**config.mk**
```make
export PLATFORM = sky130hd
export DESIGN_NAME = hisa_queue
export DESIGN_NICKNAME = d
export VERILOG_FILES = /design/src/hw/rtl/hisa_pkg.sv /design/src/hw/rtl/hisa_queue.sv
export SDC_FILE = /design/constraint.sdc
export NUM_CORES = 1
export LEC_CHECK = 0
export ABC_AREA = 1
export ABC_CLOCK_PERIOD_IN_PS = 1750
export BUFFER_PORTS_ARGS = -buffer_cell sky130_fd_sc_hd__buf_2
export CORE_MARGIN = 4
export CORE_UTILIZATION = 55
export DETAILED_ROUTE_END_ITERATION = 8
export GPL_ROUTABILITY_DRIVEN = 0
export PLACE_DENSITY = 0.8
export SLEW_MARGIN = 20
export SYNTH_ARGS = -nofsm -noshare
export SYNTH_HDL_FRONTEND = slang
export SYNTH_SLANG_ARGS = --single-unit
```
**constraint.sdc**
```tcl
create_clock -name i_clk -period 1.75 [get_ports i_clk]
set_input_delay 0.2625 -clock i_clk [delete_from_list [all_inputs] [get_ports i_clk]]
set_output_delay 0.2625 -clock i_clk [all_outputs]
set_load 0.005 [all_outputs]
```
**src/hw/rtl/hisa_pkg.sv**
```systemverilog
// ============================================================================
// hisa_pkg
// Shared types and constants for the histogram intersection score
// accumulator: beat layouts, command and register codes, queue job format.
// ============================================================================
package hisa_pkg;

    // Default sizes, handed to the top level parameters
    localparam int unsigned ENTRIES_DEF    = 4096;
    localparam int unsigned CLUSTERS_DEF   = 65536;
    localparam int unsigned SCORE_BITS_DEF = 32;

    // Command codes of the input beat
    localparam logic [1:0] CMD_ACC  = 2'd0;
    localparam logic [1:0] CMD_READ = 2'd1;
    localparam logic [1:0] CMD_STOP = 2'd2;
    localparam logic [1:0] CMD_NOP  = 2'd3;

    // Config register indexes
    localparam int unsigned CFG_IDX_BITS = 2;
    localparam logic [CFG_IDX_BITS-1:0] CFG_ASYM = 2'd0;
    localparam logic [CFG_IDX_BITS-1:0] CFG_FG   = 2'd1;
    localparam logic [CFG_IDX_BITS-1:0] CFG_BG   = 2'd2;
    localparam int unsigned CFG_DATA_BITS = 16;

    localparam logic [15:0] GAIN_RESET = 16'd16384;   // 1.0 in 2.14

    // Gain scaling: (w * gain + half) >> 14, fits in 18 bits
    localparam int unsigned PROD_BITS  = 32;
    localparam int unsigned GAIN_FRAC  = 14;
    localparam logic [PROD_BITS-1:0] ROUND_HALF = 32'd8192;
    localparam int unsigned INC_BITS   = 18;

    localparam int unsigned OUT_BITS   = 32;
    localparam int unsigned QDEPTH     = 4;

    typedef struct packed {
        logic [1:0]  command;
        logic [15:0] word_id;
        logic [11:0] entry_id;
        logic [15:0] qry_weight;
        logic [15:0] entry_weight;
        logic        foreground;
        logic        stop_value;
    } t_cmd;

    typedef struct packed {
        logic        applied;
        logic [31:0] score;
        logic [11:0] entry_echo;
    } t_res;

    typedef struct packed {
        logic        asym_enable;
        logic [15:0] fg_gain;
        logic [15:0] bg_gain;
    } t_cfg;

    // Classified work handed from front to back
    typedef enum logic [2:0] {
        OP_NULL,    // nothing to do, applied 0, score 0
        OP_ACC,     // counted posting
        OP_PEEK,    // stopped or out-of-range posting, report current score
        OP_READ,    // read and clear entry
        OP_ACK      // stop mark written, applied 1
    } t_op;

    typedef struct packed {
        t_op         op;
        logic [11:0] entry_echo;
        logic [15:0] weight;
        logic        foreground;
    } t_job;

    typedef enum logic [1:0] {
        BK_CLEAR,
        BK_IDLE,
        BK_CALC,
        BK_DONE
    } t_bk_state;

endpackage

```
**src/hw/rtl/hisa_queue.sv**
```systemverilog
// ============================================================================
// hisa_queue
// Short job queue between the front and back ends.
// ============================================================================
module hisa_queue (
    input  logic            i_clk,
    input  logic            i_rst_n,
    input  logic            i_push,
    input  hisa_pkg::t_job  i_data,
    output logic            o_full,
    input  logic            i_pop,
    output hisa_pkg::t_job  o_data,
    output logic            o_empty
);

    localparam int unsigned AW = $clog2(hisa_pkg::QDEPTH);
    localparam int unsigned NW = $clog2(hisa_pkg::QDEPTH + 1);

    hisa_pkg::t_job  r_slot [hisa_pkg::QDEPTH];
    logic [AW-1:0]   r_wr_ptr;
    logic [AW-1:0]   r_rd_ptr;
    logic [NW-1:0]   r_count;

    assign o_full  = r_count == NW'(hisa_pkg::QDEPTH);
    assign o_empty = r_count == '0;
    assign o_data  = r_slot[r_rd_ptr];

    always_ff @(posedge i_clk) begin
        if (i_push) begin
            r_slot[r_wr_ptr] <= i_data;
        end
    end

    always_ff @(posedge i_clk) begin
        if (!i_rst_n) begin
            r_wr_ptr <= '0;
            r_rd_ptr <= '0;
            r_count  <= '0;
        end else begin
            if (i_push) begin
                r_wr_ptr <= r_wr_ptr + 1'b1;
            end
            if (i_pop) begin
                r_rd_ptr <= r_rd_ptr + 1'b1;
            end
            if (i_push && !i_pop) begin
                r_count <= r_count + 1'b1;
            end else if (i_pop && !i_push) begin
                r_count <= r_count - 1'b1;
            end
        end
    end

endmodule

```
# --- Word-level counts from Yosys, hierarchy flattened ---
# Memory sizes are Yosys's and may differ from the RTL's. A register that Yosys moved wholly into a read port is not among the register bits.
# Cells that the tools add are included.
op_classes:
  n_addsub: 4
  multipliers: 0
  div_mod_pow: 0
  n_lt_le_gt_ge: 0
  n_eq_ne: 1
  shift: 0
  n_mux: 6
  bitwise: 0
  n_reduce_logical: 6
ops:
  columns: ["operator", "n"]
  rows:
  - ["$mux 3", 2]
  - ["$add 2x1->2 const B", 2]
  - ["$mux 2", 2]
  - ["$add 3x1->3 const B", 1]
  - ["$eq 3x3->1 const B", 1]
  - ["$logic_not 3->1", 1]
  - ["$sub 3x1->3 const B", 1]
  - ["$logic_and 1x1->1", 2]
  - ["$logic_not 1->1", 2]
  - ["$mux 1", 2]
  - ["$reduce_bool 2->1", 1]
totals:
  register_bits: 7
  latchBits: 0
  ram_bits: 128
  mem_bits_ro: 0
  output_inout_bits: 34
  elab_cells: 21
  mem_count: 1
mem_list:
  columns: ["name", "depth", "width", "read_ports", "rd_ports_with_merged_regs", "wr", "line_no", "text"]
  rows:
  - ["r_slot", 4, 32, 1, 1, 1, "hisa_queue.sv:19", "hisa_pkg::t_job r_slot [hisa_pkg::QDEPTH];"]

# --- Logic depth before layout (Yosys ltp) ---
logic_depth:
  ltp_word: 4
  depth_mapped: 10
  ltp_nobuf: 10

# --- Worst setup path after synthesis ---
# No wires, ideal clock.
synth_path:
  kind: "register to register"
  startpoint: "register r_wr_ptr[0]"
  endpoint: "memory r_slot[2][0] (netlist name) (enable)"
  setup_ns: 0.387
  arrival_time_ns: 1.222
  setup_slack_ns: 0.141
  stages_incl_launch_ff: 5
  synth_period_minus_slack_ns: 1.609
  path_cell_list: "dfxtp_1 -> inv_1 -> ha_1 -> nand2_1 -> inv_1"
synth_lines:
  columns: ["item", "line_no", "text"]
  rows:
  - ["from (decl)", "hisa_queue.sv:20", "logic [AW-1:0] r_wr_ptr;"]
  - ["from (signal assigned)", "hisa_queue.sv:41", "r_wr_ptr <= r_wr_ptr + 1'b1;"]
  - ["to (decl)", "hisa_queue.sv:19", null]
# No word-level cell before the write port.

==> flow_metrics.env <==
export IMPL_max_freq_ghz=0.507
export IMPL_num_rows=35
export IMPL_layout_drive_gt1_share_pct=35.4
export IMPL_overflow=0
export IMPL_maxSlewHeadroom_pct=74.8
export IMPL_finalMaxSlewViolations=0
export IMPL_power_mw=8.34
export IMPL_use_met1_pct=29.9
export IMPL_cts_tree="yes"
export IMPL_ys_warn_count=0
export IMPL_area_delta_synth_final_pct=37.7
export IMPL_clock_sinks=137
export IMPL_worst_setup_path_type="reg -> out"
export IMPL_cp_slowest_cell="dfxtp_4"
export IMPL_worstPathMaxFanout=16
export IMPL_sw_frac_of_total_pct=22.7
export IMPL_grt_pass1_wl_mm=19.8
export IMPL_cp_num_buf_inv=3
export IMPL_avgSynthCellArea_um2=14.2
export IMPL_clockBufferDepth=2
export IMPL_use_met2_pct=38.9
export IMPL_diodes=0
export IMPL_synth_top_area_share_pct=73.6
export IMPL_coreArea_mm2=0.00924
export IMPL_tightest_slew_ns=0.378
export IMPL_first_global_vias=3635
export IMPL_die_area_mm2=0.0111
export IMPL_syn_area_mm2=0.00522
export IMPL_syn_instance_count=367
export IMPL_use_met3_pct=6.43
export IMPL_worstPathArrival_ns=1.71
export IMPL_seqPwrFrac_pct=45.6
export IMPL_fin_crit_ns=1.97
export IMPL_path_cells="buf_12 -> clkinv_16 -> o21ai_1 -> o22ai_2 -> buf_2"
export IMPL_r2r_slack_ns=0.15
export IMPL_start_util_pct=56.5
export IMPL_max_cap_violations=0
export IMPL_setup_viol=32
export IMPL_seq_area_frac_synth_pct=77.1
export IMPL_fin_ws_ns=-0.224
export IMPL_critPathCaptureType="primary output"
export IMPL_antenna_found_initial=0
export IMPL_drt_initial_drc_count=396
export IMPL_hold_viol_final=0
export IMPL_pwr_share_clk_pct=43.1
export IMPL_busiest_layer="met2"
export IMPL_p_sw_mw=1.89
export IMPL_fin_skew_ns=0.00669
export IMPL_synth_nets=409
export IMPL_clkTransAtPathRegs_ns=0.06
export IMPL_outcome="complete, but fails checks"
export IMPL_critical_path_max_stage_delay_ns=0.39
export IMPL_first_pass_iters=7
export IMPL_clock_latency_ns=0.52
export IMPL_grt_max_degree=33
export IMPL_start_kind="flop"
export IMPL_path_delay_family="buffers and inverters"
export IMPL_track_usage_pct=23.7
export IMPL_die_h_um=105
export IMPL_htreeDepth=4
export IMPL_die_w_um=105
export IMPL_dp_slack_ns=0.224
export IMPL_synth_cell_type_count=20
export IMPL_num_vias=3604
export IMPL_cts_buffers=17
export IMPL_combPwrFrac_pct=11.2
export IMPL_peakVddDrop_v=0.000796
export IMPL_drc=0
export IMPL_port_buffers=69
export IMPL_vias_per_cell=5.65
export IMPL_intPower_mw=6.45
export IMPL_wl_per_cell_um=20.7
export IMPL_clockRootBuffer="clkbuf_8"
export IMPL_drtAntennaViolNets=0
export IMPL_hold_path_class="in -> reg"
export IMPL_ys_ff_latch=137
export IMPL_dp_hpwl_mm=6.33
export IMPL_synth_area_leaders="edfxtp_1, nor2_1, o21ai_0"
export IMPL_nNetsFinal=538
export IMPL_period_share_pct=113
export IMPL_violations="negative setup slack"
export IMPL_io_pins=70
export IMPL_p_per_area_mw_per_mm2=1160
export IMPL_required_ns=1.49
export IMPL_rsz0062_at_grt="true"
export IMPL_p_leak_nw=2.65
export IMPL_routed_wl_mm=13.2
export IMPL_synth_top_area_cell="edfxtp_1"
==> Yosys cell counts <==
master,n
o21ai_1,28
buf_4,3
nand2_1,9
buf_2,6
edfxtp_1,128
inv_1,15
nand4_1,1
a21oi_1,4
inv_8,1
nor3_1,2
clkbuf_1,1
o22ai_1,32
nand3_1,1
fa_1,1
ha_1,5
buf_6,9
dfxtp_1,9
inv_2,1
nor2_1,69
o21ai_0,42
==> per-layer routing <==
metal,part of all wire (%),wire (um)
met4,2.0,266
met3,7.2,949
met5,0,0
met1,38,5070
met2,53,6950
==> kinds of logic after synthesis <==
kind of cell / Yosys count / synth area share, %
DFF: 137 / 77.1
AOI/OAI and AO/OA: 106 / 10.9
and+or+nand+nor: 82 / 6.02
buffers and inverters: 36 / 4.39
adders and majority gates: 6 / 1.58
==> timing repair <==
action / CTS / global route
endpoints found under the setup margin: 32 / 32
pin swaps: 15 / 12
setup buffers: 6 / 0
resized for setup: 71 / 38
hold buffers: 32 / 0
gates cloned: 6 / 2
endpoints found under the hold margin: 128 / 0
==> final timing paths <==
path                                                end  depth (start not counted)                      from
worst max register to register  r_slot[2][19]$_DFFE_PP_                          5  r_wr_ptr[0]$_SDFFE_PN0P_
worst min register to register                     flop                          1  r_rd_ptr[1]$_SDFFE_PN0P_
worst min-delay path            r_count[2]$_SDFFE_PN0P_                          3                   i_rst_n
worst max-delay path                         o_data[24]                          5                      flop
==> through the flow <==
stage	util, %	area, um^2	hold slack (ns)	cells	setup TNS, ns
3_3_place_gp	61.9	5720	0.427	562	0
5_1_grt	77.8	7190	0.0512	638	-5.99
3_5_place_dp	61.9	5720	0.456	562	0
4_1_cts	76.4	7060	0.0187	638	-4.05
2_1_floorplan	-	5220	0.361	367	0
6_report	77.8	7190	0.0325	638	-3.71
==> flip-flops by register name (all words and copies together) (netlist names), named ones only <==
register / count
r_slot: 128
r_count: 3
r_rd_ptr: 2
r_wr_ptr: 2
==> cell type report <==
class                   instances  area, um^2
flip-flops and latches        137        4030
clock buffers                  18         418
multi-input cells             194        1210
well taps                     129         161
inverters                      17        92.6
clock inverters                14         180
repair buffers                127        1060
repair inverters                2        32.5
fillers                       490        2050
==> power by group through the flow <==
stage	logic, mW	registers [mW]	clock network [mW]
2_1_floorplan	0.367	3.84	0
5_1_grt	1.01	3.81	3.81
3_5_place_dp	0.634	3.85	0
6_report	0.937	3.81	3.60
3_3_place_gp	0.613	3.84	0
4_1_cts	0.865	3.79	3.58
==> worst register-to-register path, cell delays in order, from the launching register on <==
cell	delay [ns]
dfxtp_1	0.34
inv_1	0.16
ha_1	0.17
nand2_1	0.05
inv_1	0.29
buf_4	0.29
==> placed cells by master (no fill, tap or decap), types with 2 or more instances in the layout <==
cell type | Yosys | layout
edfxtp_1 | 128 | 128
buf_2 | 6 | 69
nor2_1 | 69 | 45
o21ai_1 | 28 | 34
dlygate4sd3_1 | 0 | 32
o21ai_0 | 42 | 21
o22ai_1 | 32 | 20
clkbuf_16 | 0 | 17
inv_1 | 15 | 15
o21ai_2 | 0 | 15
nor2_2 | 0 | 14
o22ai_2 | 0 | 12
buf_4 | 3 | 11
nor2_4 | 0 | 10
nand2_1 | 9 | 9
buf_12 | 0 | 8
dfxtp_1 | 9 | 7
ha_1 | 5 | 5
a21oi_1 | 4 | 4
clkinvlp_4 | 0 | 4
bufinv_16 | 0 | 4
clkinv_1 | 0 | 3
nor3_1 | 2 | 2
dfxtp_4 | 0 | 2
clkinv_2 | 0 | 2
buf_16 | 0 | 2
inv_12 | 0 | 2
buf_8 | 0 | 2
Power figures use the tool's default switching activity.
